--- src/cfs_pkg.sv ---
// Shared types, register indexes and mode codes for the collision failsafe supervisor.
package cfs_pkg;

  localparam int DIST_W = 9;
  localparam int TIME_W = 32;
  localparam int PERIOD_W = 16;
  localparam int ERR_W = 8;
  localparam int MODE_W = 2;
  localparam int MASK_W = 4;
  localparam int IN_SENSORS = 4;

  localparam int SENSOR_COUNT_DEF = 4;
  localparam int MAX_DISTANCE_CM_DEF = 400;
  localparam int STOP_CHECK_PERIOD_MS_DEF = 50;

  localparam int CFG_IDX_W = 3;
  localparam int CFG_DATA_W = 16;

  localparam logic [CFG_IDX_W-1:0] REG_WARNING_DISTANCE = 3'd0;
  localparam logic [CFG_IDX_W-1:0] REG_STOP_DISTANCE    = 3'd1;
  localparam logic [CFG_IDX_W-1:0] REG_ERROR_LIMIT      = 3'd2;
  localparam logic [CFG_IDX_W-1:0] REG_SCAN_PERIOD      = 3'd3;
  localparam logic [CFG_IDX_W-1:0] REG_STATUS_PERIOD    = 3'd4;
  localparam logic [CFG_IDX_W-1:0] REG_BLINK_FAST       = 3'd5;
  localparam logic [CFG_IDX_W-1:0] REG_BLINK_NORMAL     = 3'd6;
  localparam logic [CFG_IDX_W-1:0] REG_BLINK_SLOW       = 3'd7;

  localparam logic [MODE_W-1:0] MODE_NONE         = 2'd0;
  localparam logic [MODE_W-1:0] MODE_ESTOP        = 2'd1;
  localparam logic [MODE_W-1:0] MODE_COLLISION    = 2'd2;
  localparam logic [MODE_W-1:0] MODE_SENSOR_ERROR = 2'd3;

  localparam logic [ERR_W-1:0] ERR_SAT = 8'd255;

  localparam int DIV_STEPS = TIME_W;

  typedef struct packed {
    logic [TIME_W-1:0] now_ms;
    logic [DIST_W-1:0] distance_front;
    logic [DIST_W-1:0] distance_rear;
    logic [DIST_W-1:0] distance_left;
    logic [DIST_W-1:0] distance_right;
    logic              stop_pin_level;
  } in_beat_t;

  typedef struct packed {
    logic              scan_done;
    logic [MASK_W-1:0] valid_mask;
    logic [MASK_W-1:0] warning_mask;
    logic [DIST_W-1:0] out_front;
    logic [DIST_W-1:0] out_rear;
    logic [DIST_W-1:0] out_left;
    logic [DIST_W-1:0] out_right;
    logic [MODE_W-1:0] failsafe;
    logic              health_write;
    logic              health_value;
    logic              led_lit;
  } out_beat_t;

  typedef struct packed {
    logic              valid;
    logic              warn;
    logic              collide;
    logic [DIST_W-1:0] dist_cm;
  } lane_res_t;

endpackage

--- src/cfs_lane.sv ---
// One sensor lane: echo validation, clamping and distance threshold checks.
module cfs_lane
  import cfs_pkg::*;
#(
  parameter int MAX_DISTANCE_CM = MAX_DISTANCE_CM_DEF
) (
  input  logic [DIST_W-1:0] dist_i,
  input  logic [DIST_W-1:0] warn_dist_i,
  input  logic [DIST_W-1:0] stop_dist_i,
  output lane_res_t         res_o
);

  localparam logic [DIST_W-1:0] MaxDist = DIST_W'(MAX_DISTANCE_CM);

  logic [DIST_W-1:0] clamped;

  always_comb begin
    clamped = (dist_i > MaxDist) ? MaxDist : dist_i;
    res_o.valid = 1'b0;
    res_o.warn = 1'b0;
    res_o.collide = 1'b0;
    res_o.dist_cm = MaxDist;
    if (dist_i != '0) begin
      res_o.valid = 1'b1;
      res_o.dist_cm = clamped;
      res_o.warn = clamped < warn_dist_i;
      res_o.collide = (clamped < warn_dist_i) && (clamped < stop_dist_i);
    end
  end

endmodule

--- src/cfs_merge.sv ---
// Merges lane results into the scan verdict: masks, error count and mode.
module cfs_merge
  import cfs_pkg::*;
#(
  parameter int SENSOR_COUNT = SENSOR_COUNT_DEF
) (
  input  lane_res_t [SENSOR_COUNT-1:0] lanes_i,
  input  logic [MODE_W-1:0]            mode_i,
  input  logic [ERR_W-1:0]             err_cnt_i,
  input  logic [ERR_W-1:0]             err_limit_i,
  output logic [MODE_W-1:0]            mode_o,
  output logic [ERR_W-1:0]             err_cnt_o,
  output logic [SENSOR_COUNT-1:0]      valid_o,
  output logic [SENSOR_COUNT-1:0]      warn_o
);

  logic any_collide;
  logic scan_fault;

  always_comb begin
    any_collide = 1'b0;
    for (int i = 0; i < SENSOR_COUNT; i++) begin
      valid_o[i] = lanes_i[i].valid;
      warn_o[i] = lanes_i[i].warn;
      any_collide = any_collide | lanes_i[i].collide;
    end
    scan_fault = ~&valid_o;

    mode_o = any_collide ? MODE_COLLISION : mode_i;
    if (scan_fault) begin
      err_cnt_o = (err_cnt_i == ERR_SAT) ? err_cnt_i : err_cnt_i + 1'b1;
      if (err_cnt_o > err_limit_i) begin
        mode_o = MODE_SENSOR_ERROR;
      end
    end else begin
      err_cnt_o = '0;
      if (mode_o == MODE_SENSOR_ERROR) begin
        mode_o = MODE_NONE;
      end
    end
  end

endmodule

--- src/cfs_div.sv ---
// Restoring divider, one quotient bit per cycle; returns the quotient parity.
module cfs_div
  import cfs_pkg::*;
(
  input  logic                clk_i,
  input  logic                rst_ni,
  input  logic                start_i,
  input  logic [TIME_W-1:0]   dividend_i,
  input  logic [PERIOD_W-1:0] divisor_i,
  output logic                done_o,
  output logic                q_lsb_o
);

  localparam int CntW = $clog2(DIV_STEPS);
  localparam logic [CntW-1:0] LastStep = CntW'(DIV_STEPS - 1);

  logic                busy_q;
  logic                done_q;
  logic [CntW-1:0]     cnt_q;
  logic [PERIOD_W-1:0] rem_q;
  logic [TIME_W-1:0]   dvd_q;
  logic [PERIOD_W-1:0] dvs_q;
  logic                q_lsb_q;
  logic [PERIOD_W:0]   rem_sh;
  logic [PERIOD_W:0]   rem_sub;
  logic                ge;

  always_comb begin
    rem_sh = {rem_q, dvd_q[TIME_W-1]};
    ge = rem_sh >= {1'b0, dvs_q};
    rem_sub = rem_sh - {1'b0, dvs_q};
  end

  always_ff @(posedge clk_i or negedge rst_ni) begin
    if (!rst_ni) begin
      busy_q <= 1'b0;
      done_q <= 1'b0;
      cnt_q <= '0;
    end else begin
      done_q <= 1'b0;
      if (start_i) begin
        busy_q <= 1'b1;
        cnt_q <= '0;
      end else if (busy_q) begin
        cnt_q <= cnt_q + 1'b1;
        if (cnt_q == LastStep) begin
          busy_q <= 1'b0;
          done_q <= 1'b1;
        end
      end
    end
  end

  always_ff @(posedge clk_i) begin
    if (start_i) begin
      rem_q <= '0;
      dvd_q <= dividend_i;
      dvs_q <= divisor_i;
    end else if (busy_q) begin
      rem_q <= ge ? rem_sub[PERIOD_W-1:0] : rem_sh[PERIOD_W-1:0];
      dvd_q <= {dvd_q[TIME_W-2:0], 1'b0};
      q_lsb_q <= ge;
    end
  end

  assign done_o = done_q;
  assign q_lsb_o = q_lsb_q;

endmodule

--- src/collision_failsafe_supervisor_unit.sv ---
// Collision failsafe supervisor: stop button, sonar scan lanes and status LED.
//
// Usage: one input beat per main-loop tick on in_valid_i/in_stall_o, carrying
// the millisecond timestamp, four echo distances and the stop pin level. Each
// accepted beat yields exactly one result beat on out_valid_o/out_stall_i.
// Configuration registers are written on cfg_valid_i/cfg_ready_o. Write them
// only while the block is idle (not enforced); cfg_ready_o is always high.
// Flow: an accepted beat passes from ST_CALC to ST_FIN, where the result
// register loads once it is free. A tick whose LED stage runs with a nonzero
// blink period goes through ST_DIV in between, waiting for the 32-step
// restoring divider that forms the timestamp quotient. One tick is processed
// at a time and the next beat is taken in the cycle after the result register
// loads, so no new beat is taken before the last result is registered.
// The result sits in an output register, so the next beat is accepted while
// a finished result still waits. When the receiver stalls and a second result
// is ready, the block holds it and stalls the input until the register drains.
// Reset clears all timers, counters, mode and LED state, marks every sensor
// invalid at maximum distance and restores the register defaults.
module collision_failsafe_supervisor_unit
  import cfs_pkg::*;
#(
  parameter int SENSOR_COUNT = SENSOR_COUNT_DEF,
  parameter int MAX_DISTANCE_CM = MAX_DISTANCE_CM_DEF,
  parameter int STOP_CHECK_PERIOD_MS = STOP_CHECK_PERIOD_MS_DEF
) (
  input  logic                  clk_i,
  input  logic                  rst_ni,
  input  logic                  in_valid_i,
  output logic                  in_stall_o,
  input  in_beat_t              in_data_i,
  output logic                  out_valid_o,
  input  logic                  out_stall_i,
  output out_beat_t             out_data_o,
  input  logic                  cfg_valid_i,
  output logic                  cfg_ready_o,
  input  logic [CFG_IDX_W-1:0]  cfg_index_i,
  input  logic [CFG_DATA_W-1:0] cfg_data_i
);

  localparam logic [DIST_W-1:0] MaxDist = DIST_W'(MAX_DISTANCE_CM);
  localparam logic [TIME_W-1:0] StopPeriod = TIME_W'(STOP_CHECK_PERIOD_MS);

  localparam logic [1:0] ST_IDLE = 2'd0;
  localparam logic [1:0] ST_CALC = 2'd1;
  localparam logic [1:0] ST_DIV  = 2'd2;
  localparam logic [1:0] ST_FIN  = 2'd3;

  logic [1:0] state_q;

  logic [DIST_W-1:0]   warn_dist_q;
  logic [DIST_W-1:0]   stop_dist_q;
  logic [ERR_W-1:0]    err_limit_q;
  logic [PERIOD_W-1:0] scan_period_q;
  logic [PERIOD_W-1:0] status_period_q;
  logic [PERIOD_W-1:0] blink_fast_q;
  logic [PERIOD_W-1:0] blink_normal_q;

  logic [TIME_W-1:0]       last_scan_q;
  logic [TIME_W-1:0]       last_stop_q;
  logic [TIME_W-1:0]       last_status_q;
  logic [ERR_W-1:0]        err_cnt_q;
  logic                    stop_active_q;
  logic [MODE_W-1:0]       mode_q;
  logic [SENSOR_COUNT-1:0] valid_q;
  logic [DIST_W-1:0]       dist_q [SENSOR_COUNT];
  logic                    led_q;

  in_beat_t          item_q;
  logic              res_scan_q;
  logic [MASK_W-1:0] res_warn_q;
  logic              res_hw_q;
  logic              res_hv_q;

  logic      out_valid_q;
  out_beat_t out_data_q;

  logic [DIST_W-1:0] item_dist [IN_SENSORS];
  lane_res_t [SENSOR_COUNT-1:0] lanes;

  logic [MODE_W-1:0]       merge_mode;
  logic [ERR_W-1:0]        merge_err;
  logic [SENSOR_COUNT-1:0] merge_valid;
  logic [SENSOR_COUNT-1:0] merge_warn;

  logic                stop_run;
  logic                scan_run;
  logic                status_run;
  logic                pressed;
  logic [MODE_W-1:0]   mode_a;
  logic [MODE_W-1:0]   mode_b;
  logic                stop_a;
  logic                hw;
  logic                hv;
  logic [PERIOD_W-1:0] bp;
  logic [MASK_W-1:0]   warn4;
  logic                div_start;
  logic                div_done;
  logic                div_q_lsb;
  logic                out_free;

  logic [MASK_W-1:0] held_valid;
  logic [DIST_W-1:0] held_dist [IN_SENSORS];

  assign item_dist[0] = item_q.distance_front;
  assign item_dist[1] = item_q.distance_rear;
  assign item_dist[2] = item_q.distance_left;
  assign item_dist[3] = item_q.distance_right;

  for (genvar i = 0; i < SENSOR_COUNT; i++) begin : g_lane
    logic [DIST_W-1:0] lane_dist;
    if (i < IN_SENSORS) begin : g_fed
      assign lane_dist = item_dist[i];
    end else begin : g_unfed
      assign lane_dist = '0;
    end
    cfs_lane #(
      .MAX_DISTANCE_CM(MAX_DISTANCE_CM)
    ) u_lane (
      .dist_i     (lane_dist),
      .warn_dist_i(warn_dist_q),
      .stop_dist_i(stop_dist_q),
      .res_o      (lanes[i])
    );
  end

  cfs_merge #(
    .SENSOR_COUNT(SENSOR_COUNT)
  ) u_merge (
    .lanes_i    (lanes),
    .mode_i     (mode_a),
    .err_cnt_i  (err_cnt_q),
    .err_limit_i(err_limit_q),
    .mode_o     (merge_mode),
    .err_cnt_o  (merge_err),
    .valid_o    (merge_valid),
    .warn_o     (merge_warn)
  );

  cfs_div u_div (
    .clk_i     (clk_i),
    .rst_ni    (rst_ni),
    .start_i   (div_start),
    .dividend_i(item_q.now_ms),
    .divisor_i (bp),
    .done_o    (div_done),
    .q_lsb_o   (div_q_lsb)
  );

  for (genvar i = 0; i < IN_SENSORS; i++) begin : g_held
    if (i < SENSOR_COUNT) begin : g_real
      assign held_valid[i] = valid_q[i];
      assign held_dist[i] = dist_q[i];
      assign warn4[i] = merge_warn[i];
    end else begin : g_none
      assign held_valid[i] = 1'b0;
      assign held_dist[i] = MaxDist;
      assign warn4[i] = 1'b0;
    end
  end

  always_comb begin
    pressed = ~item_q.stop_pin_level;
    stop_run = (item_q.now_ms - last_stop_q) >= StopPeriod;
    scan_run = (item_q.now_ms - last_scan_q) >= {16'd0, scan_period_q};
    mode_a = mode_q;
    stop_a = stop_active_q;
    hw = 1'b0;
    hv = 1'b0;
    if (stop_run) begin
      if (pressed && !stop_active_q) begin
        stop_a = 1'b1;
        mode_a = MODE_ESTOP;
        hw = 1'b1;
        hv = 1'b1;
      end else if (!pressed && stop_active_q) begin
        stop_a = 1'b0;
        if (mode_q == MODE_ESTOP) begin
          mode_a = MODE_NONE;
          hw = 1'b1;
        end
      end
    end
    mode_b = scan_run ? merge_mode : mode_a;
    status_run = (item_q.now_ms - last_status_q) >= {16'd0, status_period_q};
    case (mode_b)
      MODE_ESTOP, MODE_COLLISION: bp = blink_fast_q;
      MODE_SENSOR_ERROR:          bp = blink_normal_q;
      default:                    bp = '0;
    endcase
  end

  assign div_start = (state_q == ST_CALC) && status_run && (bp != '0);
  assign out_free = !out_valid_q || !out_stall_i;

  always_ff @(posedge clk_i or negedge rst_ni) begin
    if (!rst_ni) begin
      warn_dist_q <= 9'd50;
      stop_dist_q <= 9'd20;
      err_limit_q <= 8'd10;
      scan_period_q <= 16'd50;
      status_period_q <= 16'd100;
      blink_fast_q <= 16'd100;
      blink_normal_q <= 16'd500;
    end else if (cfg_valid_i) begin
      case (cfg_index_i)
        REG_WARNING_DISTANCE: warn_dist_q <= cfg_data_i[DIST_W-1:0];
        REG_STOP_DISTANCE:    stop_dist_q <= cfg_data_i[DIST_W-1:0];
        REG_ERROR_LIMIT:      err_limit_q <= cfg_data_i[ERR_W-1:0];
        REG_SCAN_PERIOD:      scan_period_q <= cfg_data_i;
        REG_STATUS_PERIOD:    status_period_q <= cfg_data_i;
        REG_BLINK_FAST:       blink_fast_q <= cfg_data_i;
        REG_BLINK_NORMAL:     blink_normal_q <= cfg_data_i;
        REG_BLINK_SLOW:       ;
        default:              ;
      endcase
    end
  end

  always_ff @(posedge clk_i or negedge rst_ni) begin
    if (!rst_ni) begin
      state_q <= ST_IDLE;
      last_scan_q <= '0;
      last_stop_q <= '0;
      last_status_q <= '0;
      err_cnt_q <= '0;
      stop_active_q <= 1'b0;
      mode_q <= MODE_NONE;
      valid_q <= '0;
      for (int i = 0; i < SENSOR_COUNT; i++) begin
        dist_q[i] <= MaxDist;
      end
      led_q <= 1'b0;
      out_valid_q <= 1'b0;
    end else begin
      if (out_valid_q && !out_stall_i) begin
        out_valid_q <= 1'b0;
      end
      case (state_q)
        ST_IDLE: begin
          if (in_valid_i) begin
            state_q <= ST_CALC;
          end
        end
        ST_CALC: begin
          if (stop_run) begin
            last_stop_q <= item_q.now_ms;
          end
          stop_active_q <= stop_a;
          mode_q <= mode_b;
          if (scan_run) begin
            last_scan_q <= item_q.now_ms;
            err_cnt_q <= merge_err;
            valid_q <= merge_valid;
            for (int i = 0; i < SENSOR_COUNT; i++) begin
              dist_q[i] <= lanes[i].dist_cm;
            end
          end
          state_q <= ST_FIN;
          if (status_run) begin
            last_status_q <= item_q.now_ms;
            if (bp == '0) begin
              led_q <= 1'b1;
            end else begin
              state_q <= ST_DIV;
            end
          end
        end
        ST_DIV: begin
          if (div_done) begin
            led_q <= ~div_q_lsb;
            state_q <= ST_FIN;
          end
        end
        ST_FIN: begin
          if (out_free) begin
            out_valid_q <= 1'b1;
            state_q <= ST_IDLE;
          end
        end
        default: state_q <= ST_IDLE;
      endcase
    end
  end

  always_ff @(posedge clk_i) begin
    if (state_q == ST_IDLE && in_valid_i) begin
      item_q <= in_data_i;
    end
    if (state_q == ST_CALC) begin
      res_scan_q <= scan_run;
      res_warn_q <= scan_run ? warn4 : '0;
      res_hw_q <= hw;
      res_hv_q <= hv;
    end
    if (state_q == ST_FIN && out_free) begin
      out_data_q.scan_done <= res_scan_q;
      out_data_q.valid_mask <= held_valid;
      out_data_q.warning_mask <= res_warn_q;
      out_data_q.out_front <= held_dist[0];
      out_data_q.out_rear <= held_dist[1];
      out_data_q.out_left <= held_dist[2];
      out_data_q.out_right <= held_dist[3];
      out_data_q.failsafe <= mode_q;
      out_data_q.health_write <= res_hw_q;
      out_data_q.health_value <= res_hv_q;
      out_data_q.led_lit <= led_q;
    end
  end

  assign in_stall_o = (state_q != ST_IDLE);
  assign out_valid_o = out_valid_q;
  assign out_data_o = out_data_q;
  assign cfg_ready_o = 1'b1;

endmodule

--- config.mk ---
export PLATFORM = sky130hd
export DESIGN_NAME = collision_failsafe_supervisor_unit
export DESIGN_NICKNAME = d
export VERILOG_FILES = /design/src/cfs_pkg.sv /design/src/cfs_lane.sv /design/src/cfs_merge.sv /design/src/cfs_div.sv /design/src/collision_failsafe_supervisor_unit.sv
export SDC_FILE = /design/constraint.sdc
export NUM_CORES = 1
export LEC_CHECK = 0
export BUFFER_PORTS_ARGS = -buffer_cell sky130_fd_sc_hd__buf_2
export CORE_MARGIN = 3
export CORE_UTILIZATION = 40
export CTS_CLUSTER_SIZE = 16
export DETAILED_ROUTE_END_ITERATION = 10
export HOLD_SLACK_MARGIN = 0.03
export SLEW_MARGIN = 15
export SYNTH_ARGS = -nofsm -noshare
export SYNTH_HDL_FRONTEND = slang
export SYNTH_HIERARCHICAL = 1
export SYNTH_SLANG_ARGS = --single-unit
export TNS_END_PERCENT = 100
--- constraint.sdc ---
create_clock -name clk_i -period 9.2 [get_ports clk_i]
set_input_delay 1.38 -clock clk_i [delete_from_list [all_inputs] [get_ports clk_i]]
set_output_delay 1.38 -clock clk_i [all_outputs]
set_load 0.01 [all_outputs]
* Word-level counts from Yosys, hierarchy flattened
Index checks and enable logic that the tools add are counted.
** Operators by class
- $add $sub $neg :: 6
- $lt $le $gt $ge :: 17
- Equal/unequal tests :: 21
- Mux-type cells :: 50
- Bitwise gates (word level) :: 6
- Reductions and logical operators :: 47
** Operator list (number)
- $sub 32x32->32 :: 3
- $lt 9x9->1 :: 8
- $ge 32x16->1 :: 2
- $mux 32 :: 2
- $mux 12 :: 4
- $gt 9x9->1 const B :: 4
- $mux 9 :: 4
- $reduce_bool 9->1 :: 4
- $ge 32x6->1 const B :: 1
- $pmux 16 s2 :: 1
- $reduce_and 2->1 :: 15
- $mux 2 :: 12
- $mux 1 :: 20
- $ge 17x16->1 :: 1
- $logic_not 16->1 :: 1
- $mux 16 :: 1
- $mux 8 :: 2
- $reduce_bool 16->1 :: 1
- $sub 16x16->16 :: 1
- $logic_and 1x1->1 :: 11
- $eq 2x2->1 const B :: 5
- $mux 5 :: 2
- $eq 3x3->1 const B :: 3
- $add 8x1->8 const B :: 1
- other kinds (21) :: 38
** Word-level totals
- Register bits :: 439
- Bits of input ports :: 93
- Output and inout bits :: 53
- Word-level logic and storage cells :: 199

* Logic depth before layout (Yosys ltp)
- Word-level depth :: 20
- Gate-level depth with buffers :: 37
- Mapped depth without buffers :: 32

* Cells and area by module
The synthesis kept the hierarchy.
** By module, submodules not included
- collision_failsafe_supervisor_unit :: instances 1, cells each 1766, area an instance 20405.8 um^2, seq. area each 9857.0 um^2
- cfs_div :: instances 1, cells each 314, area an instance 3756.1 um^2, seq. area each 1966.9 um^2
- cfs_lane (g_lane[0].u_lane ...) :: instances 3, cells each 83, area an instance 606.8 um^2, seq. area each 0.0 um^2
- cfs_lane (g_lane[3].u_lane) :: instances 1, cells each 80, area an instance 596.8 um^2, seq. area each 0.0 um^2
- cfs_merge :: instances 1, cells each 79, area an instance 569.3 um^2, seq. area each 0.0 um^2

* Worst setup path before layout
No wires, ideal clock.
- Kind :: register -> register
- From :: register item_q[37] (netlist name)
- To :: register u_div.dvd_q[0], enable pin
- Library setup time :: 0.387 ns
- Arrival :: 7.170 ns
- Data required time :: 8.813 ns
- Slack :: 1.643 ns
- Cell stages (with the launch flop) :: 35
- Buffers on the path :: 5
- Clock period less this slack :: 7.557 ns
- Cells stage by stage :: edfxtp_1 inv_1 ha_1 inv_1 fa_1 a21o_1 a221oi_1 o21ai_0 a21o_1 a21oi_1 xnor2_1 ha_1 nand2_1 nor2_1 a221oi_1 o21ai_0 a31oi_1 o211ai_1 nor4_1 nand3_1 nor4_1 buf_2 o21ai_0 ha_1 clkbuf_1 clkbuf_1 a22oi_1 nor2_1 nor4_1 nand4_1 and2_1 buf_2 nor2_1 clkbuf_1 inv_1
** On the way
- Word-level cells in the longest chain between the ends :: 14
- Elaborated cells on any way between the ends :: 22
- Classes of those cells :: add/sub (3); order compare (3); eq/ne (4); mux (7); reduce/logical (5)
** Ends and longest elaborated chain
- start, declared :: RTL line collision_failsafe_supervisor_unit.sv:68 : in_beat_t item_q;
- start signal, assigned :: RTL line collision_failsafe_supervisor_unit.sv:287 : item_q <= in_data_i;
- $sub 32x32->32 :: RTL line collision_failsafe_supervisor_unit.sv:163 : stop_run = (item_q.now_ms - last_stop_q) >= StopPeriod;
- $ge 32x6->1 :: RTL line collision_failsafe_supervisor_unit.sv:163
- $mux 2 :: RTL line collision_failsafe_supervisor_unit.sv:169 : if (stop_run) begin
- $mux 2 :: RTL line cfs_merge.sv:29 : mode_o = any_collide ? MODE_COLLISION : mode_i;
- $eq 2x2->1 :: RTL line cfs_merge.sv:37 : if (mode_o == MODE_SENSOR_ERROR) begin
- $mux 2 :: RTL line cfs_merge.sv:37
- $mux 2 :: RTL line cfs_merge.sv:30 : if (scan_fault) begin
- $mux 2 * :: RTL line collision_failsafe_supervisor_unit.sv:183 : mode_b = scan_run ? merge_mode : mode_a;
- $eq 2x1->1 / $eq 2x2->1 (equally long branches) :: RTL line collision_failsafe_supervisor_unit.sv:185 : case (mode_b)
- $reduce_or 2->1 :: RTL line collision_failsafe_supervisor_unit.sv:185
- $pmux 16 s2 * :: RTL line collision_failsafe_supervisor_unit.sv:185
- via bp[12] :: RTL line collision_failsafe_supervisor_unit.sv:94 : logic [PERIOD_W-1:0] bp;
- $reduce_bool 16->1 * :: RTL line collision_failsafe_supervisor_unit.sv:192 : assign div_start = (state_q == ST_CALC) && status_run && (bp != '0);
- $logic_and 1x1->1 * :: RTL line collision_failsafe_supervisor_unit.sv:192
- via div_start :: RTL line collision_failsafe_supervisor_unit.sv:96 : logic div_start;
- $reduce_bool 2->1 (no line) *
- end signal, assigned :: RTL line cfs_div.sv:57 : dvd_q <= dividend_i;
- end signal, assigned :: RTL line cfs_div.sv:61 : dvd_q <= {dvd_q[TIME_W-2:0], 1'b0};
- end, declared :: RTL line cfs_div.sv:21 : logic [TIME_W-1:0] dvd_q;
The timed path passes the listed nets; every way through them passes the cells marked *.
A chain may end at the register's enable or synchronous reset.

* Final worst setup path
- From :: register item_q[38] (netlist name)
- To :: register u_div.rem_q[14]
** On the way
- Word-level cells in the longest chain between the ends :: 13
- Elaborated cells on any way between the ends :: 21
- Classes of those cells :: add/sub (3); order compare (3); eq/ne (4); mux (7); reduce/logical (4)
** Ends and longest elaborated chain
- $sub 32x32->32 * :: RTL line collision_failsafe_supervisor_unit.sv:163
- $ge 32x6->1 * :: RTL line collision_failsafe_supervisor_unit.sv:163
- $mux 2 * :: RTL line collision_failsafe_supervisor_unit.sv:169
- via mode_a[1] :: RTL line collision_failsafe_supervisor_unit.sv:89 : logic [MODE_W-1:0] mode_a;
- $mux 2 * :: RTL line cfs_merge.sv:29
- $eq 2x2->1 * :: RTL line cfs_merge.sv:37
- $mux 2 * :: RTL line cfs_merge.sv:37
- $mux 2 * :: RTL line cfs_merge.sv:30
- via merge_mode[0] :: RTL line collision_failsafe_supervisor_unit.sv:80 : logic [MODE_W-1:0] merge_mode;
- [1 not listed]
- via mode_b[0] :: RTL line collision_failsafe_supervisor_unit.sv:90 : logic [MODE_W-1:0] mode_b;
- $eq 2x1->1 / $eq 2x2->1 (equally long branches) :: RTL line collision_failsafe_supervisor_unit.sv:185
- $reduce_or 2->1 :: RTL line collision_failsafe_supervisor_unit.sv:185
- $pmux 16 s2 * :: RTL line collision_failsafe_supervisor_unit.sv:185
- via bp[15] :: RTL line collision_failsafe_supervisor_unit.sv:94
- $reduce_bool 16->1 * :: RTL line collision_failsafe_supervisor_unit.sv:192
- $logic_and 1x1->1 * :: RTL line collision_failsafe_supervisor_unit.sv:192
- via div_start :: RTL line collision_failsafe_supervisor_unit.sv:96
- end signal, assigned :: RTL line cfs_div.sv:60 : rem_q <= ge ? rem_sub[PERIOD_W-1:0] : rem_sh[PERIOD_W-1:0];
- end, declared :: RTL line cfs_div.sv:20 : logic [PERIOD_W-1:0] rem_q;
Marked as above.

==> results.md <==
- CTS tree: built
- NumNets Final: 2,933
- Fraction of layout cells with a size suffix above 1: 22.08%
- Resized cells post-CTS: 0
- Sequential power share: between 20 and 30%
- Number of H-tree levels: 2
- Setup TNS: 0 ps
- Post-CTS Setup Inserts: 0
- Syn nets: between 2k and 3k
- Layout Cells excl Fill: 3,519
- CP Capture Type: flop
- Peak supply drop: ~0.00018 V
- Vias per inst: 5.511
- Fin crit period: 8344 ps
- Rows: 94
- Cells after Synth: around 2.5k
- Final Power: 11.39 mW
- Crit Path Max Fanout: 24
- Mean post-synth cell area: ~11 sq um
- Worst-Margin Slew: 1153 ps
- Clock transition time at the flip-flop clock pins of the worst setup and hold paths: 60 ps
- TritonRoute pass-1 iters: 5
- Seq/Total Area, Yosys: 43.55%
- Internal power: 6.794 mW
- Worst skew pair latency: 610 ps
- Num CTS Buffers: 51
- Rel. slew slack: between 20% and 30%
- Yosys reg bits: 439
- RSZ-0062 raised after global routing: no
- Commonest non-fill, non-tap cell in the layout: inv_1
- Synth top area share: 19.73%
- Post-DP HPWL: 50,880 um
- Initial antenna violation count: 2
- # setup viols final: 0
- Startpoint type of the worst setup path: flop
- GRT Total Usage: 19.19%
- Die area: 71,030 sq um
- P&R area growth vs syn: 11.97%
- Global-route wire length before repair: roughly 110,000 um
- Most frequent cells in the layout: inv_1, ha_1, dfrtp_1, edfxtp_1, mux2_2
- Detail Route Antenna Nets: 0
- Tightest Hold Check Type: reg -> reg
- WHS: 427.1 ps
- CORE AREA: 66,450 sq um
- Height of the die: ~270 um
- Psw: 4.598 mW
- Layout Skew: 25.94 ps
- Fin crit share: 90.69%
- Overall routed net length: between 60,000 and 70,000 um
- Post-Place Cells: 3,422
- Hold_buf cts: 0
- Hold Path Stages: 0
- Cells taking the most area after synthesis: dfrtp_1, edfxtp_1, ha_1
- Worst EP arrival: 8860 ps
- Placer congestion estimate: 0.8825
- Part of the power in combinational logic: 51.9%
- Largest net degree at the start of global routing: 133
- Synthesis Warnings: 6
- Ys async rst share: 56.49%
- WS Path Type: reg -> reg
- Longest Clk Path Bufs: 3
- Top_reg_cell synth: dfrtp_1
- Power per cell area: ~370 nW/um^2
- Clock share of power: 19.0%
- Crit path required time: 9720 ps
- P_leak: 13.60 nW
- Overflow left after global routing: 0
- Cell taking the most area after synthesis: dfrtp_1
- Die X: 266.5 um
- Mapped cell area: 27,150 sq um
- Multi-input gate area in the final layout: roughly 14,000 sq um
- EDFF count, synth: 175
- Max Fclk: 0.1198 GHz
- Fill cells: 6,178
- CTS sink count: 439
- PortBufs: 144
- Cell variety after synth: between 100 and 150
- DR WL/cell: about 20 um
- Via count: 19.39k
- DR DRC count: 0
- Num ports: 146
- Worst Reg2Reg Path Length in Cells: 27
- Clock root buffer: clkbuf_16
- Reg area: between 10,000 and 15,000 sq um
- Fin. Hold Viols: 0
- Drt initial violations: 1,244
- Max_cap viols: 0
- Outcome: finished, final reports clean
- Switch share: 40.36%
- Final cell utilization of the core: 45.74%
- Initial core utilization: 40.85%
- Vias in the first global route: 19.69k
- Pins Over Slew Limit: 0
==> logic make-up after synthesis <==
group	count (synthesis)	synth area share [%]
AO/OA/AOI/OAI	562	14.48
XOR/XNOR	79	2.549
adder cells (fa/ha/maj)	229	10.66
buffers and inverters	337	5.480
flip-flops	439	43.55
multiplexers	266	12.10
other	1	0.01381
AND/OR/NAND/NOR	575	11.16
==> layer usage <==
layer | up-vias | wire, um | global-route usage [%]
met5 | - | 0 | 0
met4 | 0 | 1583 | 5.024
met3 | 103 | 2197 | 2.148
met2 | 407 | 33320 | 33.31
met1 | 9590 | 31350 | 25.56
li1 | 9293 | - | -
==> worst paths after layout <==
kind / startpoint / endpoint / slack, ps
max: item_q[38] / u_div/rem_q[14] / 860
min: res_warn_q[1] / out_data_o[42] / 430
max reg2reg: item_q[38] / u_div/rem_q[14] / 860
min reg2reg: res_warn_q[1] / out_data_o[42] / 430
max in group asynchronous: rst_ni / last_scan_q[13] / 6960
min in group asynchronous: rst_ni / last_stop_q[23] / 890
==> per-stage QoR <==
step	worst slack (ps)	instance area (sq um)
4_1_cts	974.2	30390
6_report	856.1	30400
5_1_grt	171.7	30400
3_3_place_gp	1389	28560
2_1_floorplan	1643	27150
3_5_place_dp	1014	28560
==> state kept, by name (all words and copies together) (netlist names), 9 cells and up <==
name and count:
scan_period_q 16, blink_fast_q 16, dist_q 36, u_div/dvs_q 16
blink_normal_q 16, item_q 33, g_lane.lane_dist 36, last_status_q 32
status_period_q 16, u_div/dvd_q 32, stop_dist_q 9, out_data_o 50
warn_dist_q 9, last_stop_q 32, u_div/rem_q 16, last_scan_q 32
==> power by group through the flow <==
| stage | registers, mW | logic (mW) | clock network (mW) |
|---|---|---|---|
| CTS | 3.33 | 5.91 | 2.23 |
| finish | 3.32 | 5.91 | 2.16 |
| floorplan | 3.23 | 4.60 | 0 |
| detailed placement | 3.35 | 5.87 | 0 |
| global placement | 3.34 | 5.77 | 0 |
| global route | 3.41 | 6.57 | 2.30 |
==> area by class of cell <==
| class | instances | area share [%] |
|---|---|---|
| antenna | 1 | 0.008232 |
| clock buffer | 72 | 4.968 |
| clock inverter | 24 | 1.050 |
| inverter | 249 | 3.091 |
| multi-input combinational | 1712 | 45.64 |
| sequential | 439 | 38.90 |
| tap | 864 | 3.556 |
| timing repair buffer | 158 | 2.791 |
==> cell usage after synthesis (7+ instances only) <==
cell / instances
mux2_4: 82
buf_2: 7
o21bai_1: 16
buf_4: 13
nor4_1: 19
a21o_1: 64
and3_1: 8
inv_1: 247
nand4b_1: 9
nor3_1: 23
o21a_1: 30
o31a_1: 7
xor2_1: 32
a221oi_1: 8
and4_1: 11
edfxtp_1: 175
mux2_1: 9
a22oi_1: 16
mux2_2: 161
dfrtp_1: 214
xnor2_1: 47
nand4_1: 42
and2_1: 31
nand3_1: 39
nor2_1: 116
a21oi_1: 155
a211oi_1: 9
ha_1: 225
nand2_1: 149
o21ai_0: 82
clkbuf_1: 51
o31ai_1: 8
dfxtp_1: 16
nand2b_1: 33
a21boi_0: 8
buf_12: 8
a211o_1: 14
mux2i_1: 14
dfstp_2: 34
nor2b_1: 42
a31oi_1: 14
o211ai_1: 23
o21ai_1: 9
==> worst max-delay path, stage by stage, from the launching register on <==
cell	delay (ps)
edfxtp_1	560
inv_1	210
fa_1	460
nand2b_1	190
a21oi_1	340
o21ai_1	240
o31ai_1	610
a221oi_1	230
a2111oi_0	660
nand4_1	180
nor4_1	360
buf_4	240
nand2b_1	210
and2_1	220
nand2_1	70
nand3_1	80
o21ai_0	160
o21a_1	230
ha_1	400
a22oi_1	270
nor2_1	80
nor4_1	450
nand4_1	290
and2_2	460
nand2b_1	400
clkinv_1	310
nand2_1	150
o211ai_1	190
No activity file was read; power rests on OpenSTA's default activity.
